==> config.mk <==
export PLATFORM = sky130hd
export DESIGN_NAME = cbd_fifo
export DESIGN_NICKNAME = d
export VERILOG_FILES = /design/src/rtl/core/cbd_pkg.sv /design/src/rtl/core/cbd_fifo.sv
export SDC_FILE = /design/constraint.sdc
export NUM_CORES = 1
export LEC_CHECK = 0
export BUFFER_PORTS_ARGS = -buffer_cell sky130_fd_sc_hd__buf_2
export CORE_ASPECT_RATIO = 0.5
export CORE_MARGIN = 4
export CORE_UTILIZATION = 35
export DETAILED_ROUTE_END_ITERATION = 8
export HOLD_SLACK_MARGIN = 0.03
export PLACE_DENSITY = 0.63
export SETUP_SLACK_MARGIN = 0.4
export SLEW_MARGIN = 20
export SYNTH_ARGS = -nofsm -noshare
export SYNTH_HDL_FRONTEND = slang
export SYNTH_SLANG_ARGS = --single-unit
==> constraint.sdc <==
create_clock -name clk -period 4.5 [get_ports clk]
set_input_delay 0.9 -clock clk [delete_from_list [all_inputs] [get_ports clk]]
set_output_delay 0.9 -clock clk [all_outputs]
set_load 0.05 [all_outputs]
==> src/rtl/core/cbd_pkg.sv <==
// Shared constants and types for the clamp box downsampler.
`timescale 1ns / 1ps

package cbd_pkg;

  localparam int DEF_MAX_OUT_WIDTH = 256;
  localparam int DEF_BLOCK_SIDE    = 8;
  localparam int MAX_OUT_HEIGHT    = 256;
  localparam int SAMPLE_MAX        = 32767;
  localparam int QUEUE_DEPTH       = 4;

  localparam int SAMPLE_W  = 16;
  localparam int AVG_W     = 15;
  localparam int POS_W     = 8;
  localparam int CFG_W     = 9;
  localparam int CFG_IDX_W = 4;

  localparam logic [CFG_IDX_W-1:0] REG_OUT_WIDTH  = CFG_IDX_W'(0);
  localparam logic [CFG_IDX_W-1:0] REG_OUT_HEIGHT = CFG_IDX_W'(1);

  localparam logic [CFG_W-1:0] DIM_RESET = CFG_W'(256);

  typedef struct packed {
    logic             first_sub_row;
    logic             last_sub_row;
    logic             frame_end;
    logic [POS_W-1:0] block_row;
  } cbd_ctl_t;

endpackage

==> src/rtl/core/cbd_fifo.sv <==
// Small register queue between the front and back parts.
`timescale 1ns / 1ps

module cbd_fifo #(
  parameter int WIDTH = 8,
  parameter int DEPTH = cbd_pkg::QUEUE_DEPTH
) (
  input  logic             clk,
  input  logic             rst_n,
  input  logic             push,
  input  logic [WIDTH-1:0] wr_data,
  input  logic             pop,
  output logic [WIDTH-1:0] rd_data,
  output logic             full,
  output logic             empty
);
  import cbd_pkg::*;

  localparam int AW = (DEPTH > 1) ? $clog2(DEPTH) : 1;
  localparam int CW = $clog2(DEPTH + 1);

  logic [WIDTH-1:0] slot_r [DEPTH];
  logic [AW-1:0]    wr_ptr_r, wr_ptr_nxt;
  logic [AW-1:0]    rd_ptr_r, rd_ptr_nxt;
  logic [CW-1:0]    count_r, count_nxt;
  logic             do_push, do_pop;

  assign full    = (count_r == CW'(DEPTH));
  assign empty   = (count_r == '0);
  assign do_push = push && !full;
  assign do_pop  = pop && !empty;
  assign rd_data = slot_r[rd_ptr_r];

  always_comb begin
    wr_ptr_nxt = wr_ptr_r;
    rd_ptr_nxt = rd_ptr_r;
    count_nxt  = count_r;
    if (do_push) begin
      wr_ptr_nxt = (wr_ptr_r == AW'(DEPTH - 1)) ? '0 : wr_ptr_r + AW'(1);
    end
    if (do_pop) begin
      rd_ptr_nxt = (rd_ptr_r == AW'(DEPTH - 1)) ? '0 : rd_ptr_r + AW'(1);
    end
    if (do_push && !do_pop) begin
      count_nxt = count_r + CW'(1);
    end else if (do_pop && !do_push) begin
      count_nxt = count_r - CW'(1);
    end
  end

  always_ff @(posedge clk) begin
    if (!rst_n) begin
      wr_ptr_r <= '0;
      rd_ptr_r <= '0;
      count_r  <= '0;
    end else begin
      wr_ptr_r <= wr_ptr_nxt;
      rd_ptr_r <= rd_ptr_nxt;
      count_r  <= count_nxt;
    end
  end

  always_ff @(posedge clk) begin
    if (do_push) begin
      slot_r[wr_ptr_r] <= wr_data;
    end
  end

endmodule

# Yosys cells after proc, flatten, opt, wreduce, memory -nomap -nowiden
# Memory sizes are Yosys's and may differ from the RTL's. A register that Yosys moved wholly into a read port is not among the register bits.
# Index checks and enable logic that the tools add are counted.
# totals
register_bits	7
latchBits	0
ram_bits	32
mem_bits_ro	0
input_bits	12
out_inout_bits	10
wordCells	29
memories	1
# memory_table
memory	depth	width	read_ports	rd_clocked_by_memory_dff	wr	line	text
slot_r	4	8	1	1	1	cbd_fifo.sv:22	logic [WIDTH-1:0] slot_r [DEPTH];
# classes
add_sub_neg	4
multipliers	0
div	0
n_lt_le_gt_ge	0
n_eq_ne	3
shifts	0
mux	8
bitwise	0
n_reduce_logical	10
# ops
operator	count
2-bit 2-to-1 mux	4
3-bit 2-to-1 mux	2
2-bit by 1-bit adder with 2-bit output, second input constant	2
2-bit == test, second input constant	2
1-bit logical AND	4
1-bit logical NOT	4
3-bit by 1-bit adder with 3-bit output, second input constant	1
3-bit == test, second input constant	1
3-bit logical NOT	1
3-bit by 1-bit subtractor with 3-bit output, second input constant	1
1-bit 2-to-1 mux	2
2-bit nonzero test	1

# Depth between registers and ports, before layout
# logic_depth
ltp_word	7
ltp_mapped	9
depth_no_buf	8

# Worst setup path after synthesis
# OpenSTA, ideal clock, no wires.
# synth_timing
path_kind	input to register
start	in push
end	reg count_r[2]
setup_time_ps	76
arrival_ps	2326
setup_slack_ps	2099
path_stages	8
path_buffers	1
path_cell_list	nor2b_1 buf_2 ha_1 inv_1 fa_1 xor2_1 or3_1 a21boi_0
# synth_via
elab_chain_cells	4
word_cells_on_any_way	6
classes_between	mux: 1; reduce/logical: 5
# synth_rtl
item	line	text
start, declared	cbd_fifo.sv:10	input logic push,
1-bit logical AND (*)	cbd_fifo.sv:30	assign do_push = push && !full;
named net do_push	cbd_fifo.sv:26	logic do_push, do_pop;
1-bit logical NOT	cbd_fifo.sv:46	end else if (do_pop && !do_push) begin
1-bit logical AND	cbd_fifo.sv:46	
2-bit nonzero test (no line)	-	
end signal, assigned	cbd_fifo.sv:59	count_r <= count_nxt;
end, declared	cbd_fifo.sv:25	logic [CW-1:0] count_r, count_nxt;
# The timed path passes the listed nets; every way through them passes the cells marked *.
# A chain may end at the register's enable or synchronous reset.

==> impl_results.md <==
* Relative slew slack at 62.10%
* Achievable frequency at 373.4 MHz
* Final setup vio count at 0
* Fin nets at 136
* First-pass GRT wire length at 4195 um
* Hold Vio Cnt, Final at 0
* Minimum clock period at 2678 ps
* GP Congestion at 0.7133
* Synthesized area at 1630 um2
* Crit start category: register
* Most frequent cells in the layout: 32 x edfxtp_1, 21 x buf_2, 9 x dfxtp_1
* Max Slew Vio Count at 0
* Skew final at 4.981 ps
* Worst Hold Class: reg -> reg
* Critical Path RT at 3600 ps
* Initial Util at 36.67%
* Commonest non-fill, non-tap cell in the layout: edfxtp_1
* Synth Net Count at 112
* Post-synthesis sequential area ratio at 69.99%
* Met3 global-route usage at 4.018%
* First DRT Iteration DRCs at 53
* Hold Startpoint: wr_ptr_r[1]
* CTS tree: done
* DRC Markers at 0
* Max FO, Critical Path at 8
* DR WL/cell at 14.34 um
* Rows at 17
* LEAKAGE at 0.6847 nW
* Number of buffer cells added on primary ports at 21
* Clk_lat worst skew at 280 ps
* Area delta synth->final at 16.27%
* Total design power at 1.158 mW
* Pre-CTS WS at 1686 ps
* Final core utilization at 42.64%
* Worst reg2reg startpoint: count_r[0]
* GRT overflow at 0
* Yosys cell types at 23
* FF-to-FF End: count_r[2]
* MaxCap Viol Count at 0
* Drt first pass iters at 2
* Detailed placement HPWL at 1712 um
* Die X at 104.5 um
* H-tree depth at 2
* Post-CTS Resized at 0
* Via count at 807
* # hold bufs at CTS at 0
* Synth Register Bits at 41
* Critical path class: reg -> out
* Routing usage on met2 at 14.31%
* Hold WS at 508.1 ps
* Cells after Synth at 93
* Synth Warn # at 0
* Tcrit/Tclk final at 59.51%
* WHS Path Cells at 2
* Antenna cells at 0
* FF-to-FF setup slack at 2120 ps
* Setup bufs post-CTS at 0
* Initial antenna violation count at 0
* Share of cells above drive strength 1 at 30.51%
* Slew @ Worst Pin at 563.6 ps
* CTS Buf Count at 5
* GRT Util Overall at 9.392%
* Vias in the first global route at 838
* DIE AREA at 5880 um2
* Max IR drop VDD at 0.2642 mV
* Clock transition at path regs at 70 ps
* Vias per cell at 4.611
* Final setup TNS at 0 ps
* Longest Clk Path Bufs at 2
* Root buffer cell: clkbuf_8
* RSZ-0062 raised after global routing: no
* Busiest grt layer: met2
* Final antenna-violating net count at 0
* Mapped Avg Cell Area at 17.53 um2
* Setup crit end kind: primary output
* WP data arrival at 1780 ps
* Status: completed
* Die H at 56.26 um
* Pin count of the biggest net entering global routing at 13
* Clk sink count at 41
* Setup ws final at 1822 ps
* Worst Reg-to-Reg Cells at 8
* Power per cell area at 611.1 nW/um2
* Final wirelength at 2509 um
* Met1 Usage GRT at 12.01%
* Top-Level Pins at 22
* Area of the core at 4446 um2
* Worst Hold End: wr_ptr_r[1]
==> layer usage <==
layer / part of all wire [%] / routed length [um] / up-vias
li1: - / - / 397
met1: 47 / 1186 / 390
met2: 47 / 1174 / 16
met3: 4.4 / 111 / 4
met4: 1.4 / 36 / 0
met5: 0 / 0 / -
==> state kept, by name, indices dropped and copies added, names as in the netlist, named ones only <==
| signal | flops |
|---|---|
| slot_r | 32 |
| count_r | 3 |
| wr_ptr_r | 2 |
| rd_ptr_r | 2 |
==> layout make-up <==
type	count	area, um2
fillers	409	2550
inverters	3	11.26
repair buffers	21	105.1
well taps	57	71.32
multi-input cells	45	460.4
clock buffers	6	72.57
flip-flops and latches	41	1141
clock inverters	2	33.78
==> cell usage after synthesis (all sizes together) <==
master	instances	share of area, %
fa	1	1.2
dfxtp	9	11
or3	1	0.38
o31ai	1	0.46
buf	3	0.84
nor2b	2	0.77
nand3	2	0.61
nand2	6	1.4
edfxtp	32	59
mux4	8	11
inv	3	0.69
clkbuf	1	0.23
ha	6	4.6
nor3b	1	0.77
xor2	1	0.54
nor2	2	0.46
and2	5	1.9
o21ai	3	0.92
mux2i	3	1.8
a21boi	1	0.46
xnor2	1	0.54
nor3	1	0.31
==> stage by stage <==
stage / std cells / instance area [um2]
5_1_grt: 175 / 1896
2_1_floorplan: 93 / 1630
4_1_cts: 175 / 1896
6_report: 175 / 1896
3_5_place_dp: 167 / 1789
3_3_place_gp: 167 / 1789
==> worst max path at each step <==
stage                   from          to  slack [ps]  cells past startpoint
finish              register  rd_data[1]        1820                      2
global route        register  rd_data[1]        1670                      2
CTS                 register  rd_data[1]        1750                      2
floorplan               push  count_r[2]        2100                      8
global placement        push  count_r[2]        1780                      8
detailed placement      push  count_r[2]        1690                      8
==> kinds of logic after synthesis <==
family	after synthesis	share of synthesized area (%)
fa+ha+maj	7	5.833
simple gates	20	6.600
mux	11	12.89
xor+xnor	2	1.075
flops	41	69.99
buf+inv	7	1.765
compound gates	5	1.842
==> where the power goes <==
part / switching (mW) / internal, mW / leakage (nW) / total [mW]
logic: 0.234 / 0.128 / 0.265 / 0.362
registers: 0.0520 / 0.466 / 0.367 / 0.518
clock network: 0.114 / 0.164 / 0.0528 / 0.278
total: 0.401 / 0.758 / 0.685 / 1.16
==> critical path, cell delays in order, from the launching register on <==
cell and delay [ps]:
dfxtp_1 680, mux4_2 580, buf_2 230
Power figures use the tool's default switching activity.
