$ cat src/rtl/core/cbd_pkg.sv
// Shared constants and types for the clamp box downsampler.
`timescale 1ns / 1ps

package cbd_pkg;

  localparam int DEF_MAX_OUT_WIDTH = 256;
  localparam int DEF_BLOCK_SIDE    = 8;
  localparam int MAX_OUT_HEIGHT    = 256;
  localparam int SAMPLE_MAX        = 32767;
  localparam int QUEUE_DEPTH       = 4;

  localparam int SAMPLE_W  = 16;
  localparam int AVG_W     = 15;
  localparam int POS_W     = 8;
  localparam int CFG_W     = 9;
  localparam int CFG_IDX_W = 4;

  localparam logic [CFG_IDX_W-1:0] REG_OUT_WIDTH  = CFG_IDX_W'(0);
  localparam logic [CFG_IDX_W-1:0] REG_OUT_HEIGHT = CFG_IDX_W'(1);

  localparam logic [CFG_W-1:0] DIM_RESET = CFG_W'(256);

  typedef struct packed {
    logic             first_sub_row;
    logic             last_sub_row;
    logic             frame_end;
    logic [POS_W-1:0] block_row;
  } cbd_ctl_t;

endpackage

$ cat src/rtl/core/cbd_front.sv
// Front part: sample clamp, position counters and horizontal block sums.
`timescale 1ns / 1ps

module cbd_front #(
  parameter int MAX_OUT_WIDTH = cbd_pkg::DEF_MAX_OUT_WIDTH,
  parameter int BLOCK_SIDE    = cbd_pkg::DEF_BLOCK_SIDE,
  localparam int PW  = $clog2(BLOCK_SIDE * cbd_pkg::SAMPLE_MAX + 1),
  localparam int CIW = (MAX_OUT_WIDTH > 1) ? $clog2(MAX_OUT_WIDTH) : 1
) (
  input  logic                                 clk,
  input  logic                                 rst_n,
  input  logic                                 in_valid,
  output logic                                 in_ready,
  input  logic signed [cbd_pkg::SAMPLE_W-1:0]  in_sample,
  input  logic                                 in_frame_start,
  input  logic [cbd_pkg::CFG_W-1:0]            cfg_width,
  input  logic [cbd_pkg::CFG_W-1:0]            cfg_height,
  input  logic                                 q_full,
  output logic                                 q_push,
  output logic [PW-1:0]                        q_acc,
  output logic [CIW-1:0]                       q_ci,
  output cbd_pkg::cbd_ctl_t                    q_ctl
);
  import cbd_pkg::*;

  localparam int SW  = $clog2(BLOCK_SIDE);
  localparam int WBW = $clog2(MAX_OUT_WIDTH + 1);

  logic [SW-1:0]    sub_col_r, sub_col_nxt;
  logic [CIW-1:0]   col_r, col_nxt;
  logic [SW-1:0]    sub_row_r, sub_row_nxt;
  logic [POS_W-1:0] row_r, row_nxt;
  logic [PW-1:0]    part_r, part_nxt;

  logic [WBW-1:0]   width_eff;
  logic [CFG_W-1:0] height_eff;
  logic [AVG_W-1:0] val;
  logic [SW-1:0]    sc, sr;
  logic [CIW-1:0]   col;
  logic [POS_W-1:0] row;
  logic [PW-1:0]    part, acc;
  logic [WBW:0]     col_inc;
  logic [CFG_W-1:0] row_inc;
  logic             last_sc, last_ci, last_sr, last_ri;
  logic             accept;

  always_comb begin
    if (cfg_width == '0) begin
      width_eff = WBW'(1);
    end else if (32'(cfg_width) > MAX_OUT_WIDTH) begin
      width_eff = WBW'(MAX_OUT_WIDTH);
    end else begin
      width_eff = WBW'(cfg_width);
    end
    if (cfg_height == '0) begin
      height_eff = CFG_W'(1);
    end else if (32'(cfg_height) > MAX_OUT_HEIGHT) begin
      height_eff = CFG_W'(MAX_OUT_HEIGHT);
    end else begin
      height_eff = cfg_height;
    end
  end

  assign val = in_sample[SAMPLE_W-1] ? '0 : in_sample[AVG_W-1:0];

  assign sc   = in_frame_start ? '0 : sub_col_r;
  assign col  = in_frame_start ? '0 : col_r;
  assign sr   = in_frame_start ? '0 : sub_row_r;
  assign row  = in_frame_start ? '0 : row_r;
  assign part = in_frame_start ? '0 : part_r;

  assign col_inc = {1'b0, WBW'(col)} + (WBW + 1)'(1);
  assign row_inc = {1'b0, row} + CFG_W'(1);

  assign last_sc = (sc == SW'(BLOCK_SIDE - 1));
  assign last_sr = (sr == SW'(BLOCK_SIDE - 1));
  assign last_ci = (col_inc >= {1'b0, width_eff});
  assign last_ri = (row_inc >= height_eff);

  assign acc = part + PW'(val);

  assign accept   = in_valid && in_ready;
  assign in_ready = !q_full;
  assign q_push   = accept && last_sc;
  assign q_acc    = acc;
  assign q_ci     = (WBW'(col) < width_eff) ? col : CIW'(width_eff - WBW'(1));

  always_comb begin
    q_ctl.first_sub_row = (sr == '0);
    q_ctl.last_sub_row  = last_sr;
    q_ctl.frame_end     = last_ci && last_ri;
    q_ctl.block_row     = ({1'b0, row} < height_eff) ? row
                                                     : POS_W'(height_eff - CFG_W'(1));
  end

  always_comb begin
    sub_col_nxt = last_sc ? '0 : sc + SW'(1);
    part_nxt    = last_sc ? '0 : acc;
    col_nxt     = col;
    sub_row_nxt = sr;
    row_nxt     = row;
    if (last_sc) begin
      if (!last_ci) begin
        col_nxt = col + CIW'(1);
      end else begin
        col_nxt = '0;
        if (!last_sr) begin
          sub_row_nxt = sr + SW'(1);
        end else begin
          sub_row_nxt = '0;
          row_nxt     = last_ri ? '0 : row + POS_W'(1);
        end
      end
    end
  end

  always_ff @(posedge clk) begin
    if (!rst_n) begin
      sub_col_r <= '0;
      col_r     <= '0;
      sub_row_r <= '0;
      row_r     <= '0;
      part_r    <= '0;
    end else if (accept) begin
      sub_col_r <= sub_col_nxt;
      col_r     <= col_nxt;
      sub_row_r <= sub_row_nxt;
      row_r     <= row_nxt;
      part_r    <= part_nxt;
    end
  end

endmodule

$ cat config.mk
export PLATFORM = sky130hd
export DESIGN_NAME = cbd_front
export DESIGN_NICKNAME = d
export VERILOG_FILES = /design/src/rtl/core/cbd_pkg.sv /design/src/rtl/core/cbd_front.sv
export SDC_FILE = /design/constraint.sdc
export NUM_CORES = 1
export LEC_CHECK = 0
export ABC_CLOCK_PERIOD_IN_PS = 4390
export BUFFER_PORTS_ARGS = -buffer_cell sky130_fd_sc_hd__buf_2
export CORE_ASPECT_RATIO = 0.7
export CORE_MARGIN = 2
export CORE_UTILIZATION = 59
export CTS_BUF_LIST = sky130_fd_sc_hd__clkbuf_2
export DETAILED_ROUTE_END_ITERATION = 16
export PLACE_DENSITY = 0.83
export SYNTH_ARGS = -nofsm -noshare
export SYNTH_HDL_FRONTEND = slang
export SYNTH_SLANG_ARGS = --single-unit
$ cat constraint.sdc
create_clock -name clk -period 4.39 [get_ports clk]
set_input_delay 0.6585 -clock clk [delete_from_list [all_inputs] [get_ports clk]]
set_output_delay 0.6585 -clock clk [all_outputs]
set_load 0.05 [all_outputs]
* After elaboration in Yosys (flattened, before gate mapping)
Cells that the tools add are included.
Storage, ports and cells: bits in registers 40, input bits 39, output and inout bits 39
Cells by class: add/subtract/negate cells 9, $lt $le $gt $ge 6, equal/unequal tests 2, mux-type cells 23, reductions and logical operators 7
Operators with widths (count):
- 2-to-1 mux 8 bit | 10
- 2-to-1 mux 18 bit | 2
- 2-to-1 mux 9 bit | 4
- adder 18 x 15 -> 18 bit | 1
- adder 8 x 1 -> 9 bit (second input constant) | 2
- >= comparator 9 bit | 2
- > comparator 9 bit (second input constant) | 2
- zero test 9 bit | 2
- < comparator 8 x 9 -> 1 bit | 2
- 2-to-1 mux 3 bit | 6
- adder 8 x 1 -> 8 bit (second input constant) | 2
- subtractor 8 x 1 -> 8 bit (second input constant) | 2
- 2-to-1 mux 15 bit | 1
- adder 3 x 1 -> 3 bit (second input constant) | 2
- equality test 3 bit (second input constant) | 2
- logical AND 1 bit | 3
- zero test 3 bit | 1
- zero test 1 bit | 1

* Depth between registers and ports, before layout
Gate-level depths: netlist of run 1.
word-level depth 8, gate-level depth with buffers 18, gate-level depth less buffers 15

* Worst setup path before layout of run 1
OpenSTA, ideal clock, no wires.
path kind in2out, from input in_frame_start, to output q_acc[17], data arrival time 3810 ps, setup slack -78 ps, cell stages on the path 12, buffers on the path 4, cell sequence clkbuf_1 -> clkbuf_1 -> buf_2 -> clkbuf_1 -> nor2b_1 -> ha_1 -> o21a_1 -> o21a_1 -> o211a_1 -> o21ai_1 -> a21oi_1 -> xnor2_1
Between the ends: longest elaborated chain between the ends 2
RTL lines:
- start: declaration | line cbd_front.sv:15 | input logic in_frame_start,
- 2-to-1 mux 18 bit | line cbd_front.sv:70 | assign part = in_frame_start ? '0 : part_r;
- adder 18 x 15 -> 18 bit | line cbd_front.sv:80 | assign acc = part + PW'(val);
- end: declaration | line cbd_front.sv:20 | output logic [PW-1:0] q_acc,
Every way passes these cells.

==> out/qor.csv, run 1 <==
stage,metric,value,unit
power,switching_share,0.346,
clock_network,cts_root_buf,clkbuf_2,
placed_design,numPortBuffers,77,
placed_design,dp_hpwl,8970,microns
die,die_w,108,microns
sta,min_period_over_period,0.934,
detailed_routing,wire_per_inst,15.7,microns
finish,nNetsFinal,742,
global_routing,use_met3,0.0349,
sta,relSlewSlack,0.457,
global_routing,globalRouteOverflowTotal,0,
detailed_routing,dr.pass1.iters,5,
clock_network,clk_pin_slew,0.22,ns
die,initial_core_util,0.611,
synth,async_flop_share,0,
finish,final_layout_size_suffix_gt1_frac,0.196,
detailed_routing,ant_nets,0,
clock_network,cts_tree,built,
power,leakagePower,2.50,nW
detailed_routing,initialDrtViolationCount,255,
die,dieArea,8340,sq um
setup_path,worstPathMaxFanout,8,
sta,fin_skew,0.0149,ns
job,max_cap_violations,0,
synth,synth_edf_count,0,
clock_network,cts_buffers,5,
global_routing,grt_pass1_wl,19600,microns
sta,min_period,4.10,ns
global_routing,antenna_found_initial,0,
synth,syn-instance-count,576,
sta,tightestPinTransition,0.812,ns
finish,antennaDiodeCount,0,
power,power_density,184,nW/um^2
finish,area_delta_synth_final,12.7,%
global_routing,grt_use_met2,0.449,
synth,synthFlopType,dfxtp_1,
sta,setup_violations,0,
detailed_routing,vias,4448,
clock_network,insertion_delay,0.44,ns
sta,fin_setup_tns,0,ns
placed_design,place_congestion,0.896,
setup_path,setup.worst_path.start_class,primary input,
global_routing,grt_pass1_vias,4296,
setup_path,path_class,in -> out,
die,num_rows,26,
global_routing,grt_max_degree,45,
synth,synth_fp_nets,674,
power,p_total,0.934,mW
sta,finalHoldViolations,0,
power,p_comb_frac,0.287,
die,ios,78,
clock_network,clock_sinks,40,
power,ir_drop,170,uV
detailed_routing,wirelength,11600,microns
synth,yosys_warnings,0,
synth,avgSynthCellArea,7.80,sq um
global_routing,grtUsageTotal,0.284,
setup_path,endpoint_kind,primary output,
setup_path,crit_path_max_incr_delay,0.48,ns
clock_network,clock_path_buffers,2,
die,core,7350,sq um
setup_path,cpMaxStageDelayCell,a41oi_4,
setup_path,arrival,3.44,ns
global_routing,use_met1,0.398,
finish,utilization,0.689,
synth,synth_area,4500,sq um
sta,max_freq,244,MHz
power,power_frac_seq,0.399,
die,die_h,77.0,microns
placed_design,dpl_worst_slack,0.214,ns
clock_network,cts_htree_levels,2,
synth,synth_seq_cells,40,
power,p_clk_frac,0.314,
synth,ys_types,68,
sta,slew_viol_final,0,
power,power.switching,0.323,mW
power,p_int,0.611,mW
detailed_routing,via_per_inst,5.99,
clock_network,cts_setup_buffers,0,
hold_path,hp-class,reg -> reg,
detailed_routing,drc,0,
sta,setup_ws,0.288,ns
global_routing,top_usage_layer,met2,
synth,yosysSeqAreaShare,0.178,
run_status,outcome,"complete, no violations",
setup_path,path_cells,buf_2 > nor3_1 > nand2_1 > nor3_1 > nor2_1 > nor2_1 > ha_1 > nor2b_1 > o21a_1 > o21ai_0 > a21oi_1 > a41oi_4 > mux2_2 > buf_2,
sta,grt_setup_unrepaired,no,
setup_path,cp_data_required_time,3.73,ns
clock_network,cts_hold_buf,0,
## final cells by class
| type | count | area, sq um |
|---|---|---|
| clock buffer | 5 | 25.0 |
| clock inverter | 2 | 60.1 |
| fill | 626 | 2290 |
| inverter | 29 | 109 |
| multi-input combinational | 484 | 3500 |
| sequential | 40 | 801 |
| tap | 98 | 123 |
| timing repair buffer | 84 | 450 |
## per-layer routing
metal,vias up,share of wire
met1,2056,0.48
met5,-,0
met3,19,0.054
met2,154,0.45
li1,2219,-
met4,0,0.015
## metrics by stage
stage	hold WS (ns)	area (sq um)	std cells
floorplan	0.427	4510	576
global placement	0.437	4970	735
detailed placement	0.450	4970	735
CTS	0.475	5060	742
global route	0.489	5060	742
finish	0.475	5060	742
## placed cells by master, fill, tap and decap left out, types with 7 or more instances in the layout
cell / n
xnor2_1: 18
mux2i_1: 14
ha_1: 57
nor3_1: 15
o21a_1: 8
xor2_1: 12
o21ai_0: 24
a22o_1: 15
nor2b_1: 45
inv_1: 27
mux2_2: 7
nand3_1: 19
buf_2: 77
a21oi_1: 34
dfxtp_1: 40
nand2_1: 54
nor2_1: 43
or3_1: 8
nand4_1: 8
## flip-flops by register name (all words and copies together), names as in the netlist
name / cells
part_r: 18
col_r: 8
row_r: 8
sub_col_r: 3
sub_row_r: 3
## Yosys cell counts, types with 5 or more instances
cell type	instances	area, sq um
nor3_1	15	75.1
nand2b_1	6	37.5
nand3_1	19	95.1
a22oi_1	6	45.0
o21a_1	8	60.1
clkbuf_1	18	67.6
inv_1	27	101
nor2_1	44	165
mux2_2	7	78.8
and2_1	6	37.5
ha_1	58	726
dfxtp_1	40	801
nand2_1	54	203
nor2b_1	45	282
mux2i_1	14	140
or3_1	8	50.1
a22o_1	15	131
and3_1	6	37.5
xor2_1	12	105
a21oi_1	34	170
xnor2_1	20	175
a21o_1	5	37.5
o21ai_0	24	120
nand4_1	8	50.1
a21o_2	5	43.8
## cells by family (layout without fill, tap and decap cells)
logic type,after synthesis,after routing,share of synthesized area
AO/OA/AOI/OAI,140,140,0.230
buffers and inverters,52,120,0.0484
adder cells (fa/ha/maj),59,59,0.166
flip-flops,40,40,0.178
AND/OR/NAND/NOR,232,232,0.267
XOR/XNOR,32,32,0.0623
multiplexers,21,21,0.0487
## worst paths after layout
kind	startpoint	end	slack [ns]	cells after the start
max	cfg_height[5]	q_ctl[3]	0.29	14
min	sub_col_r[2]$_SDFFE_PN0P_	sub_col_r[2]$_SDFFE_PN0P_	0.48	2
max reg2reg	row_r[1]$_SDFFE_PN0P_	row_r[4]$_SDFFE_PN0P_	0.98	14
min reg2reg	sub_col_r[2]$_SDFFE_PN0P_	sub_col_r[2]$_SDFFE_PN0P_	0.48	2
## worst max-delay path, delay by kind of cell
family	cells	cell delay, ns
AOI/OAI and AO/OA	4	0.97
adders and majority gates	1	0.21
buffers and inverters	2	0.32
muxes	1	0.39
and+or+nand+nor	6	0.90
## power groups by stage
stage | registers [mW] | logic, mW | clock network [mW]
6_report | 0.373 | 0.268 | 0.293
4_1_cts | 0.373 | 0.267 | 0.292
2_1_floorplan | 0.379 | 0.193 | 0
3_5_place_dp | 0.379 | 0.266 | 0
5_1_grt | 0.374 | 0.291 | 0.308
3_3_place_gp | 0.379 | 0.258 | 0
## timing repair
item | CTS | global route
resized for setup | 0 | 2
endpoints found under the setup margin | 0 | 6
endpoints found under the hold margin | 0 | 0
Note: power is estimated with default switching activity, not from simulation.
==> run 2, diff against run 1 <==
- ABC_AREA: default -> 1
- CORE_UTILIZATION: 59 -> 58
- PLACE_DENSITY: 0.83 -> 0.82
==> out/qor.csv, run 2 <==
stage,metric,value,unit,change
synth,synth_area,4630,sq um,+3.0%
detailed_routing,ant_nets,0,,unchanged
placed_design,dp_hpwl,9780,microns,+9.0%
run_status,outcome,"complete, no violations",,
detailed_routing,wirelength,12200,microns,+5.2%
synth,ys_types,34,,-50%
finish,final_cell_mix,"nand2_1, inv_1, nor2_1, a21oi_1, buf_2",,
finish,nNetsFinal,960,,+29%
sta,max_freq,253,MHz,+3.6%
finish,fillers,749,,+20%
power,power_density,172,nW/um^2,-6.8%
finish,reg_top3,"part_r x18, col_r x8, row_r x8",,
finish,seqCellArea,801,sq um,unchanged
global_routing,grt_pass1_wl,20500,microns,+4.7%
hold_path,holdPathStages,2,,unchanged
sta,finalHoldViolations,0,,unchanged
synth,synth_common_cells,"nand2_1, inv_1, nor2_1",,
sta,fin_setup_tns,0,ns,unchanged
setup_path,cp_data_required_time,3.73,ns,about the same
sta,min_period_over_period,0.902,,-0.0322
setup_path,cpMaxStageDelayCell,ha_1,,
global_routing,antenna_found_initial,0,,unchanged
power,ir_drop,153,uV,-10%
die,ios,78,,unchanged
die,die_w,111,microns,+2.3%
setup_path,reg2reg_to,row_r[7]$_SDFFE_PN0P_,,
synth,synth_seq_cells,40,,unchanged
hold_path,min_from,sub_col_r[1]$_SDFFE_PN0P_,,
sta,tightestPinTransition,0.788,ns,-0.0241 ns
synth,syn-instance-count,793,,+38%
finish,multi_input_area,3240,sq um,-7.4%
detailed_routing,via_per_inst,5.39,,-10%
job,max_cap_violations,0,,unchanged
sta,grt_setup_unrepaired,no,,
sta,fin_skew,0.0240,ns,+0.00915 ns
sta,relSlewSlack,0.471,,+0.0148
detailed_routing,vias,5197,,+17%
clock_network,cts_hold_buf,0,,unchanged
hold_path,hp-class,reg -> reg,,
finish,top_register,part_r,,
synth,yosys_warnings,0,,unchanged
synth,synth.most_common_cell,nand2_1,,
clock_network,insertion_delay,0.42,ns,-0.02 ns
clock_network,cts_tree,built,,
clock_network,cts_setup_buffers,0,,unchanged
finish,final_layout_size_suffix_gt1_frac,0.125,,-0.0705
die,die_h,78.8,microns,+2.2%
finish,fin_area,5120,sq um,+1.1%
finish,final_common_cell,nand2_1,,
global_routing,grtUsageTotal,0.278,,-0.00654
finish,largest_reg_flops,18,,unchanged
sta,holdWs,0.468,ns,-0.00761 ns
setup_path,arrival,3.30,ns,-0.14 ns
setup_path,crit_path_max_incr_delay,0.30,ns,-0.18 ns
synth,avgSynthCellArea,5.84,sq um,-25%
global_routing,grt_pass1_vias,4778,,+11%
setup_path,r2r.worst_path.cells,17,,+3
clock_network,cts_htree_levels,2,,unchanged
clock_network,cts_resized,0,,unchanged
sta,setup_violations,0,,unchanged
synth,async_flop_share,0,,unchanged
setup_path,rr_startpoint,col_r[1]$_SDFFE_PN0P_,,
synth,yosys.area.top_type,dfxtp_1,,
setup_path,setup.worst_path.start_class,primary input,,
synth,yosys-top-cells-area,"dfxtp_1, nand2_1, ha_1",,
die,num_rows,27,,+3.8%
sta,slew_viol_final,0,,unchanged
clock_network,clock_sinks,40,,unchanged
setup_path,path_cells,buf_2 > inv_2 > nand2_1 > inv_1 > ha_1 > nand2_1 > nor2_2 > nand4_1 > nand2_1 > inv_1 > ha_1 > a21oi_1 > or2_2 > nand2_1 > a21oi_1 > nor2_1 > buf_2,,
synth,synth.top_cell.area_share,0.173,,-0.00520
die,initial_core_util,0.593,,-0.0181
setup_path,worstPathMaxFanout,11,,+3
setup_path,path_class,in -> out,,
clock_network,clk_pin_slew,0.21,ns,about the same
synth,synthFlopType,dfxtp_1,,
placed_design,place_area,5080,sq um,+2.2%
die,core,7800,sq um,+6.1%
clock_network,cts_buffers,5,,unchanged
clock_network,cts_root_buf,clkbuf_2,,
detailed_routing,drc,0,,unchanged
placed_design,numPortBuffers,77,,unchanged
power,leakagePower,2.79,nW,+12%
synth,yosysSeqAreaShare,0.173,,-0.00520
detailed_routing,wire_per_inst,12.7,microns,-19%
finish,antennaDiodeCount,0,,unchanged
finish,area_delta_synth_final,10.6,%,
setup_path,endpoint_kind,primary output,,
placed_design,place_congestion,0.950,,+6.1%
setup_path,r2r_slack,1.24,ns,+0.26 ns
die,dieArea,8730,sq um,+4.6%
global_routing,globalRouteOverflowTotal,0,,unchanged
setup_path,path_common_cell,nand2_1,,
detailed_routing,dr.pass1.iters,7,,+2
synth,synth_edf_count,0,,unchanged
detailed_routing,initialDrtViolationCount,351,,+38%
hold_path,hold_end,sub_col_r[1]$_SDFFE_PN0P_,,
sta,min_period,3.96,ns,-0.141 ns
global_routing,grt_max_degree,28,,-38%
synth,synth_fp_nets,891,,+32%
clock_network,clock_path_buffers,2,,unchanged
[run 2: cell type report]
class                           instances  area share
Multi-Input combinational cell        599       0.632
Sequential cell                        40       0.156
Inverter                              136      0.0997
Timing Repair Buffer                   80      0.0796
Tap cell                              101      0.0247
Clock buffer                            7     0.00684
Clock inverter                          1    0.000733
[run 2: worst max path at each step]
stage / end / slack [ns] / startpoint / cells after the start
floorplan: q_ci[4] / 0.46 / cfg_width[1] / 13
global placement: q_ctl[8] / 0.59 / in_frame_start / 17
detailed placement: q_ctl[8] / 0.47 / in_frame_start / 17
CTS: q_ctl[8] / 0.45 / in_frame_start / 17
global route: q_ctl[8] / 0.11 / in_frame_start / 17
finish: q_ctl[8] / 0.43 / in_frame_start / 17
[run 2: cell families (layout without fill, tap and decap cells)]
logic type,after synthesis,in the layout,share of synthesized area
and+or+nand+nor,390,390,0.356
buffers and inverters,154,224,0.128
AOI/OAI and AO/OA,131,131,0.146
adders and majority gates,59,59,0.161
DFF,40,40,0.173
xor gates and xnor gates,19,19,0.0359
[run 2: metrics by stage]
stage / cells / power [mW] / utilization / setup slack (ns)
after floorplan: 793 / 0.628 / - / 0.459
after global placement: 956 / 0.703 / 0.651 / 0.587
after detailed placement: 956 / 0.711 / 0.651 / 0.474
after CTS: 964 / 0.878 / 0.656 / 0.452
after global routing: 964 / 0.929 / 0.656 / 0.107
final: 964 / 0.880 / 0.656 / 0.430
[run 2: critical path: cells and delay by family]
kind	cells	cell delay [ns]
AO/OA/AOI/OAI	2	0.41
adder cells (fa/ha/maj)	2	0.50
buffers and inverters	5	0.78
AND/OR/NAND/NOR	8	0.96
[run 2: metal layers]
layer	global-route usage	routed length, microns
met1	0.373	5640
met2	0.463	5500
met3	0.0519	979
met4	0.0713	105
met5	0	0
[run 2: report_power, final]
part           switching (mW)  total [mW]  internal (mW)
sequential            0.00725       0.383          0.376
clock                   0.128       0.170         0.0426
combinational           0.232       0.327         0.0943
total                   0.367       0.880          0.512
